<file path="config.mk">
export PLATFORM = sky130hd
export DESIGN_NAME = decimal_display_formatter
export DESIGN_NICKNAME = d
export VERILOG_FILES = /design/src/rtl/ddf_pkg.sv /design/src/rtl/decimal_display_formatter.sv /design/src/rtl/ddf_front.sv /design/src/rtl/ddf_dabble_cell.sv /design/src/rtl/ddf_format.sv
export SDC_FILE = /design/constraint.sdc
export NUM_CORES = 2
export LEC_CHECK = 0
export ABC_AREA = 1
export BUFFER_PORTS_ARGS = -buffer_cell sky130_fd_sc_hd__buf_2
export CAP_MARGIN = 10
export CORE_AREA = 2 2 331 333
export DETAILED_ROUTE_END_ITERATION = 16
export DIE_AREA = 0 0 333 335
export GPL_TIMING_DRIVEN = 0
export PLACE_DENSITY = 0.67
export RECOVER_POWER = 50
export REMOVE_ABC_BUFFERS = 1
export SYNTH_ARGS = -nofsm -noshare
export SYNTH_HDL_FRONTEND = slang
export SYNTH_SLANG_ARGS = --single-unit
</file>
<file path="constraint.sdc">
create_clock -name clk -period 10.6 [get_ports clk]
set_input_delay 1.59 -clock clk [delete_from_list [all_inputs] [get_ports clk]]
set_output_delay 1.59 -clock clk [all_outputs]
set_load 0.02 [all_outputs]
</file>
<file path="src/rtl/ddf_pkg.sv">
// types, constants and helpers for the decimal display formatter
// no dependencies; imported by every rtl module of the block

package ddf_pkg;

  localparam int unsigned NUM_BITS   = 30;
  localparam int unsigned NUM_DIGITS = 9;
  localparam int unsigned NUM_CHARS  = 6;

  localparam logic [5:0] CH_SPACE = 6'h20;
  localparam logic [5:0] CH_ZERO  = 6'h30;

  localparam logic [1:0] ROW_TOP    = 2'd0;
  localparam logic [1:0] ROW_MIDDLE = 2'd1;

  localparam logic [1:0] REG_DEC_ROW0 = 2'd0;
  localparam logic [1:0] REG_DEC_ROW1 = 2'd1;
  localparam logic [1:0] REG_DEC_ROW2 = 2'd2;

  localparam logic [2:0] DEC_ROW0_RST = 3'd1;
  localparam logic [2:0] DEC_ROW1_RST = 3'd2;
  localparam logic [2:0] DEC_ROW2_RST = 3'd2;
  localparam logic [2:0] DEC_AUTO     = 3'd4;

  // largest unrounded value in thousandths for 0..3 decimals
  localparam logic [NUM_BITS-1:0] LIMIT_MILLI [4] = '{
    30'd999999000, 30'd99999900, 30'd9999990, 30'd999999
  };
  // half of the dropped unit, in thousandths
  localparam logic [9:0] HALF_MILLI [4] = '{10'd500, 10'd50, 10'd5, 10'd0};

  typedef struct packed {
    logic [NUM_BITS-1:0] value_milli;
    logic [1:0]          row_select;
  } ddf_in_t;

  typedef struct packed {
    logic [5:0] char_0;
    logic [5:0] char_1;
    logic [5:0] char_2;
    logic [5:0] char_3;
    logic [5:0] char_4;
    logic [5:0] char_5;
    logic [5:0] point_code;
    logic       blanked;
  } ddf_out_t;

  // data handed from cell to cell
  typedef struct packed {
    logic [NUM_BITS-1:0]     bin;
    logic [NUM_DIGITS*4-1:0] bcd;
    logic [1:0]              dec;
    logic                    ok;
    logic                    bottom;
  } ddf_work_t;

  function automatic logic [3:0] add3(input logic [3:0] dig);
    add3 = (dig >= 4'd5) ? dig + 4'd3 : dig;
  endfunction

endpackage

</file>
<file path="src/rtl/decimal_display_formatter.sv">
// decimal display formatter: thousandths value to six ascii characters
// front cell, 30 dabble cells, format cell; one beat per cycle unless result stalls
// each cell is an elastic stage, so bubbles collapse while the result side stalls
// synchronous active-high reset clears all valid bits and loads the row decimals
// to 1, 2 and 2; payload registers are not reset
// depends on ddf_pkg, ddf_front, ddf_dabble_cell, ddf_format

module decimal_display_formatter (
  input  logic              clk,
  input  logic              rst,
  // config write channel
  input  logic              cfg_valid,
  output logic              cfg_ready,
  input  logic [1:0]        cfg_index,
  input  logic [2:0]        cfg_data,
  // item channel
  input  logic              item_valid,
  output logic              item_ready,
  input  ddf_pkg::ddf_in_t  item,
  // result channel
  output logic              result_valid,
  input  logic              result_ready,
  output ddf_pkg::ddf_out_t result
);
  import ddf_pkg::*;

  // per-row decimals, 4..7 select auto range
  logic [2:0] dec_row0;
  logic [2:0] dec_row1;
  logic [2:0] dec_row2;

  // chain links: link 0 leaves the front cell, link NUM_BITS enters the formatter
  logic      link_valid [NUM_BITS+1];
  logic      link_ready [NUM_BITS+1];
  ddf_work_t link       [NUM_BITS+1];

  // config writes are always taken; index three is ignored
  assign cfg_ready = 1'b1;

  always_ff @(posedge clk) begin
    if (rst) begin
      dec_row0 <= DEC_ROW0_RST;
      dec_row1 <= DEC_ROW1_RST;
      dec_row2 <= DEC_ROW2_RST;
    end else if (cfg_valid) begin
      unique case (cfg_index)
        REG_DEC_ROW0: dec_row0 <= cfg_data;
        REG_DEC_ROW1: dec_row1 <= cfg_data;
        REG_DEC_ROW2: dec_row2 <= cfg_data;
        default: ;
      endcase
    end
  end

  // range check and rounding; the rounded value in thousandths enters the chain
  ddf_front u_front (
    .clk      (clk),
    .rst      (rst),
    .dec_row0 (dec_row0),
    .dec_row1 (dec_row1),
    .dec_row2 (dec_row2),
    .up_valid (item_valid),
    .up_ready (item_ready),
    .up       (item),
    .dn_valid (link_valid[0]),
    .dn_ready (link_ready[0]),
    .dn       (link[0])
  );

  // one dabble cell per input bit, msb first, into nine bcd digits
  for (genvar g = 0; g < NUM_BITS; g++) begin : g_cell
    ddf_dabble_cell u_cell (
      .clk      (clk),
      .rst      (rst),
      .up_valid (link_valid[g]),
      .up_ready (link_ready[g]),
      .up       (link[g]),
      .dn_valid (link_valid[g+1]),
      .dn_ready (link_ready[g+1]),
      .dn       (link[g+1])
    );
  end

  // digit selection, leading blanks and output register
  ddf_format u_format (
    .clk      (clk),
    .rst      (rst),
    .up_valid (link_valid[NUM_BITS]),
    .up_ready (link_ready[NUM_BITS]),
    .up       (link[NUM_BITS]),
    .dn_valid (result_valid),
    .dn_ready (result_ready),
    .dn       (result)
  );

endmodule

</file>
<file path="src/rtl/ddf_front.sv">
// first cell: row config select, range check, decimals pick, rounding add
// depends on ddf_pkg

module ddf_front (
  input  logic              clk,
  input  logic              rst,
  input  logic [2:0]        dec_row0,
  input  logic [2:0]        dec_row1,
  input  logic [2:0]        dec_row2,
  input  logic              up_valid,
  output logic              up_ready,
  input  ddf_pkg::ddf_in_t  up,
  output logic              dn_valid,
  input  logic              dn_ready,
  output ddf_pkg::ddf_work_t dn
);
  import ddf_pkg::*;

  ddf_work_t work_next;

  assign up_ready = !dn_valid || dn_ready;

  always_comb begin
    logic [2:0]          cfg;
    logic [1:0]          d;
    logic                ok;
    logic [NUM_BITS:0]   sum;
    cfg = dec_row2;
    if (up.row_select == ROW_TOP) begin
      cfg = dec_row0;
    end else if (up.row_select == ROW_MIDDLE) begin
      cfg = dec_row1;
    end
    d  = cfg[1:0];
    ok = 1'b0;
    if (cfg < DEC_AUTO) begin
      ok = up.value_milli <= LIMIT_MILLI[cfg[1:0]];
    end else if (up.value_milli <= LIMIT_MILLI[3]) begin
      d  = 2'd3;
      ok = 1'b1;
    end else if (up.value_milli <= LIMIT_MILLI[2]) begin
      d  = 2'd2;
      ok = 1'b1;
    end else if (up.value_milli <= LIMIT_MILLI[1]) begin
      d  = 2'd1;
      ok = 1'b1;
    end else if (up.value_milli <= LIMIT_MILLI[0]) begin
      d  = 2'd0;
      ok = 1'b1;
    end
    // in range the rounded sum stays below one billion
    sum = {1'b0, up.value_milli} + (NUM_BITS+1)'(HALF_MILLI[d]);
    work_next.bin    = ok ? sum[NUM_BITS-1:0] : '0;
    work_next.bcd    = '0;
    work_next.dec    = ok ? d : 2'd0;
    work_next.ok     = ok;
    work_next.bottom = up.row_select[1];
  end

  always_ff @(posedge clk) begin
    if (rst) begin
      dn_valid <= 1'b0;
    end else if (up_ready) begin
      dn_valid <= up_valid;
    end
  end

  always_ff @(posedge clk) begin
    if (up_valid && up_ready) begin
      dn <= work_next;
    end
  end

endmodule

</file>
<file path="src/rtl/ddf_dabble_cell.sv">
// one shift-add-3 step of the binary to bcd conversion, registered
// depends on ddf_pkg

module ddf_dabble_cell (
  input  logic               clk,
  input  logic               rst,
  input  logic               up_valid,
  output logic               up_ready,
  input  ddf_pkg::ddf_work_t up,
  output logic               dn_valid,
  input  logic               dn_ready,
  output ddf_pkg::ddf_work_t dn
);
  import ddf_pkg::*;

  ddf_work_t work_next;

  assign up_ready = !dn_valid || dn_ready;

  always_comb begin
    logic [NUM_DIGITS*4-1:0] adj;
    for (int i = 0; i < NUM_DIGITS; i++) begin
      adj[i*4 +: 4] = add3(up.bcd[i*4 +: 4]);
    end
    work_next     = up;
    work_next.bcd = {adj[NUM_DIGITS*4-2:0], up.bin[NUM_BITS-1]};
    work_next.bin = {up.bin[NUM_BITS-2:0], 1'b0};
  end

  always_ff @(posedge clk) begin
    if (rst) begin
      dn_valid <= 1'b0;
    end else if (up_ready) begin
      dn_valid <= up_valid;
    end
  end

  always_ff @(posedge clk) begin
    if (up_valid && up_ready) begin
      dn <= work_next;
    end
  end

endmodule

</file>
<file path="src/rtl/ddf_format.sv">
// last cell: digit pick by decimals, overflow check, blanking, ascii pack
// depends on ddf_pkg

module ddf_format (
  input  logic               clk,
  input  logic               rst,
  input  logic               up_valid,
  output logic               up_ready,
  input  ddf_pkg::ddf_work_t up,
  output logic               dn_valid,
  input  logic               dn_ready,
  output ddf_pkg::ddf_out_t  dn
);
  import ddf_pkg::*;

  ddf_out_t res_next;

  assign up_ready = !dn_valid || dn_ready;

  always_comb begin
    logic [3:0] dig [NUM_DIGITS];
    logic [3:0] n [NUM_CHARS];
    logic [3:0] idx;
    logic       ovf;
    logic       ok;
    logic       nz;
    logic [5:0] ch [NUM_CHARS];
    for (int j = 0; j < NUM_DIGITS; j++) begin
      dig[j] = up.bcd[j*4 +: 4];
    end
    // drop the low 3-d digits of the thousandths value
    for (int k = 0; k < NUM_CHARS; k++) begin
      idx  = 4'(k + 3) - {2'b00, up.dec};
      n[k] = dig[idx];
    end
    // rounded value wider than six digits
    ovf = 1'b0;
    for (int j = NUM_CHARS; j < NUM_DIGITS; j++) begin
      if ((j + 32'(up.dec) >= NUM_DIGITS) && (dig[j] != 4'd0)) begin
        ovf = 1'b1;
      end
    end
    ok = up.ok && !ovf;
    nz = 1'b0;
    for (int i = NUM_CHARS - 1; i >= 0; i--) begin
      nz = nz || (n[i] != 4'd0);
      if (ok && ((i <= 32'(up.dec)) || nz)) begin
        ch[NUM_CHARS-1-i] = CH_ZERO + {2'b00, n[i]};
      end else begin
        ch[NUM_CHARS-1-i] = CH_SPACE;
      end
    end
    if (up.bottom) begin
      res_next.char_0 = ch[2];
      res_next.char_1 = ch[3];
      res_next.char_2 = ch[4];
      res_next.char_3 = ch[5];
      res_next.char_4 = CH_SPACE;
      res_next.char_5 = CH_SPACE;
    end else begin
      res_next.char_0 = ch[0];
      res_next.char_1 = ch[1];
      res_next.char_2 = ch[2];
      res_next.char_3 = ch[3];
      res_next.char_4 = ch[4];
      res_next.char_5 = ch[5];
    end
    res_next.point_code = ok ? CH_ZERO + {4'b0000, up.dec} : CH_ZERO;
    res_next.blanked    = !ok;
  end

  always_ff @(posedge clk) begin
    if (rst) begin
      dn_valid <= 1'b0;
    end else if (up_ready) begin
      dn_valid <= up_valid;
    end
  end

  always_ff @(posedge clk) begin
    if (up_valid && up_ready) begin
      dn <= res_next;
    end
  end

endmodule

</file>
==> impl_table.tex <==
\begin{tabular}{lr}
\hline
Metric & Value \\
\hline
\multicolumn{2}{l}{\textbf{Detailed routing}} \\
Detail Route Antenna Nets & 0 \\
Average wire length per cell after detail routing & 14.1 um \\
Initial DRT Pass Iterations & 8 \\
Vias after detailed routing & between 30000 and 40000 \\
Count of unresolved DRC violations after routing & 0 \\
Avg Vias per Cell & 5.09 \\
Total length of routed wires & 86800 um \\
Violation count after the first detailed-route iteration & 1794 \\
\multicolumn{2}{l}{\textbf{Critical path}} \\
End of the worst register-to-register path & u\_front.dn[68] \\
Path type of the worst setup path & in2out \\
Setup slack on the worst flop-to-flop path & 5500 ps \\
Worst Path Required & 9010 ps \\
Crit Reg-Reg Startpoint & dec\_row0[0] \\
Crit-path cells & buf\_2 > inv\_1 > nand4\_1 > nor3\_1 > nand4\_2 > nor2\_1 > nand4\_4 > nor2\_4 > nand4\_4 > nor2\_4 > nand4\_4 > nor2\_4 > nand4\_4 > nor2\_4 > nand4\_4 > nor2\_4 > nand4\_2 > buf\_2 \\
Startpoint type of the worst setup path & input pin \\
Worst R2R Path Depth & 29 \\
Cell with the largest stage delay on the worst path & sky130\_fd\_sc\_hd\_\_nor3\_1 \\
Crit end category & output port \\
Peak fanout along the critical path & 5 \\
Critical path arrival & 5310 ps \\
Largest stage delay on the critical path & 610 ps \\
\multicolumn{2}{l}{\textbf{Layout}} \\
Count of inserted antenna diode cells & 0 \\
Final net count & 4991 \\
Syn-to-layout area delta & 12.5\% \\
Ratio of cells with drive above 1 in the final layout & 8.24\% \\
Layout filler cell count & 8478 \\
\multicolumn{2}{l}{\textbf{Timing}} \\
Total setup violations reported at the end of the flow & 0 \\
Clk\_skew & 20.4 ps \\
Post-route setup TNS & 0 ps \\
Headroom to the max-slew limit & -24.7\% \\
Final Cycle Share & 65.1\% \\
Setup repair after global routing missed its margin & no \\
Min Clock Period, post-route & 6900 ps \\
Transition time at the pin with the least slew margin & 1870 ps \\
Maximum operating frequency & $\sim$0.14 GHz \\
PnR worst setup slack & 3700 ps \\
Fin. Hold Viols & 0 \\
Count of pins over their slew limit & 147 \\
\multicolumn{2}{l}{\textbf{Yosys}} \\
Area share of the leading cell type in the synthesized netlist & 66.7\% \\
Area of the mapped netlist & around 0.055 mm\^{}2 \\
Most numerous cell types in the synthesized netlist & 1216 x sky130\_fd\_sc\_hd\_\_edfxtp\_1, 671 x sky130\_fd\_sc\_hd\_\_inv\_1, 464 x sky130\_fd\_sc\_hd\_\_nor2\_1 \\
Cell type with the highest aggregate area in the netlist & sky130\_fd\_sc\_hd\_\_edfxtp\_1 \\
Share of flip-flops with an asynchronous set or reset after synthesis & 0\% \\
Flip-flop and latch count after synthesis & 1257 \\
Most used flip-flop cell after synthesis & sky130\_fd\_sc\_hd\_\_edfxtp\_1 \\
Average cell area after synthesis & 12.4 um\^{}2 \\
Number of enable flip-flop cells after synthesis & approximately 1200 \\
Number of standard cells after synthesis & 4412 \\
Top cells by area in the synthesized netlist & sky130\_fd\_sc\_hd\_\_edfxtp\_1 67\%, sky130\_fd\_sc\_hd\_\_ha\_1 7.3\%, sky130\_fd\_sc\_hd\_\_inv\_1 4.6\% \\
Number of distinct library cell variants in the gate-level netlist after synthesis & 48 \\
Count of synthesis-stage warnings from yosys & 0 \\
Sequential cell area fraction in the yosys report & 68.2\% \\
Most used standard cell by instance count after synthesis & sky130\_fd\_sc\_hd\_\_edfxtp\_1 \\
\multicolumn{2}{l}{\textbf{Place}} \\
Number of I/O port buffers & 76 \\
Worst slack at placement & 3500 ps \\
Total half-perimeter wirelength after legalization and detailed placement & 61200 um \\
Final RePlAce weighted congestion & 0.883 \\
\multicolumn{2}{l}{\textbf{Power and ir drop}} \\
Static Leak & 0.0239 uW \\
Peak supply drop & between 0.15 and 0.2 mV \\
Total power density per cell area & around 160 mW/mm\^{}2 \\
\multicolumn{2}{l}{\textbf{Floorplan}} \\
Num rows & 121 \\
Die W & 333 um \\
Starting density of the core & between 50\% and 60\% \\
Ports placed on the boundary & 88 \\
Overall die area & 0.112 mm\^{}2 \\
DIE HEIGHT & 335 um \\
Core region area & $\sim$0.11 mm\^{}2 \\
\multicolumn{2}{l}{\textbf{Clocking}} \\
Buffer depth of the longest clock path & 3 \\
Num CTS Buffers & 134 \\
\# H-tree levels & 4 \\
Buffer count from post-CTS setup fixing & 0 \\
Root buffer selected by CTS & sky130\_fd\_sc\_hd\_\_clkbuf\_16 \\
Hold bufs inserted after CTS & 0 \\
Clock tree from TritonCTS & built \\
Post-cts sizing count & 0 \\
Number of clock sinks & 1257 \\
Clock transition at the registers of the reported paths & 60 ps \\
Clock insertion delay at the later pin of the skew report & 720 ps \\
\multicolumn{2}{l}{\textbf{Global route}} \\
Overall Global Routing Usage & between 10\% and 20\% \\
Via count of the first global-routing pass & 31637 \\
Pin count of the biggest net entering global routing & 42 \\
Antenna violations before repair & 0 \\
Overflow left after global routing & 0 \\
GR met3 Demand/Resource & under 10\% \\
GR Layer Usage met2 & 30.5\% \\
Global-route wire length before repair & 145000 um \\
Met1 track utilization from global routing & 17.0\% \\
Most congested layer reported by global routing & met2 \\
\multicolumn{2}{l}{\textbf{Outcome}} \\
Outcome & complete, but fails checks \\
Violations in the final reports & max-capacitance violations, max-slew violations \\
\multicolumn{2}{l}{\textbf{Hold path}} \\
Type of the worst min-delay path & reg2reg \\
Origin of the worst min-delay path & g\_cell[3].u\_cell.dn[60] \\
Terminating pin of the worst hold path & g\_cell[4].u\_cell.dn[61] \\
Worst Hold Depth & 0 \\
\multicolumn{2}{l}{\textbf{Run}} \\
Maximum Capacitance Violations & 4 \\
\hline
\end{tabular}
## cell families (layout without fill, tap and decap cells)
group,after synthesis,count (layout),synth area share (%)
AO/OA/AOI/OAI,877,877,8.54
XOR/XNOR,144,144,2.30
adder cells (fa/ha/maj),321,321,7.35
buffers and inverters,706,1018,4.92
flip-flops,1257,1257,68.2
multiplexers,7,7,0.128
other,2,11,0.0137
AND/OR/NAND/NOR,1098,1098,8.52
## cells in the final DEF (no fill, tap or decap), types with 72 or more instances in the layout
cell / count
sky130_fd_sc_hd__nor2_1: 452
sky130_fd_sc_hd__o21ai_0: 376
sky130_fd_sc_hd__a211oi_1: 73
sky130_fd_sc_hd__clkbuf_16: 136
sky130_fd_sc_hd__edfxtp_1: 1216
sky130_fd_sc_hd__xor2_1: 140
sky130_fd_sc_hd__buf_2: 74
sky130_fd_sc_hd__inv_1: 660
sky130_fd_sc_hd__or2_2: 72
sky130_fd_sc_hd__a21oi_1: 384
sky130_fd_sc_hd__ha_1: 320
sky130_fd_sc_hd__nand2_1: 444
## where the power goes
group / total [uW] / internal (uW) / switching (uW)
Combinational: 159 / 53.4 / 106
Clock: 4380 / 2530 / 1860
Sequential: 5430 / 5420 / 9.29
Total: 9970 / 8000 / 1970
## worst max-delay path: cells and delay by family
kind          cells  cell delay [ps]
buf+inv           3              340
simple gates     15             3360
## metal layers
layer	up-vias	part of all wire, %
li1	15730	-
met1	14899	40
met2	458	54
met3	174	3.3
met4	0	2.7
met5	-	0
## cell type report
class	count	area [um^2]	area share [%]
Sequential cell	1257	37300	60.7
Multi-Input combinational cell	2458	14800	24.1
Clock buffer	174	3590	5.83
Inverter	674	2530	4.11
Tap cell	1414	1770	2.87
Timing Repair Buffer	103	931	1.51
Clock inverter	67	586	0.951
## worst max path at each step
stage                            start        endpoint  slack, ps
final                     result_ready      item_ready       3700
after global routing      result_ready      item_ready       3310
after floorplan                item[9]  u_front.dn[68]       4770
after global placement        item[29]  u_front.dn[68]       3540
after detailed placement      item[29]  u_front.dn[68]       3500
after CTS                     item[29]  u_front.dn[68]       4260
## sequential cells by signal, summed over array words and instances, names as in the netlist
name,flops
dec_row0,3
dec_row1,3
dec_row2,3
g_cell.u_cell.dn,1149
g_cell.u_cell.dn_valid,30
u_format.dn,33
u_format.dn_valid,1
u_front.dn,34
u_front.dn_valid,1
## metrics by stage
step	power [uW]	instances	instance area, um^2	hold slack (ps)	utilization, %
3_5_place_dp	5690	5906	57500	405	53.2
4_1_cts	10100	6147	61600	400	57.0
6_report	9970	6147	61500	405	56.9
5_1_grt	10300	6147	61500	407	56.9
3_3_place_gp	5690	5879	56700	400	52.5
2_1_floorplan	5630	4389	54600	400	-
Note: power is estimated with default switching activity, not from simulation.
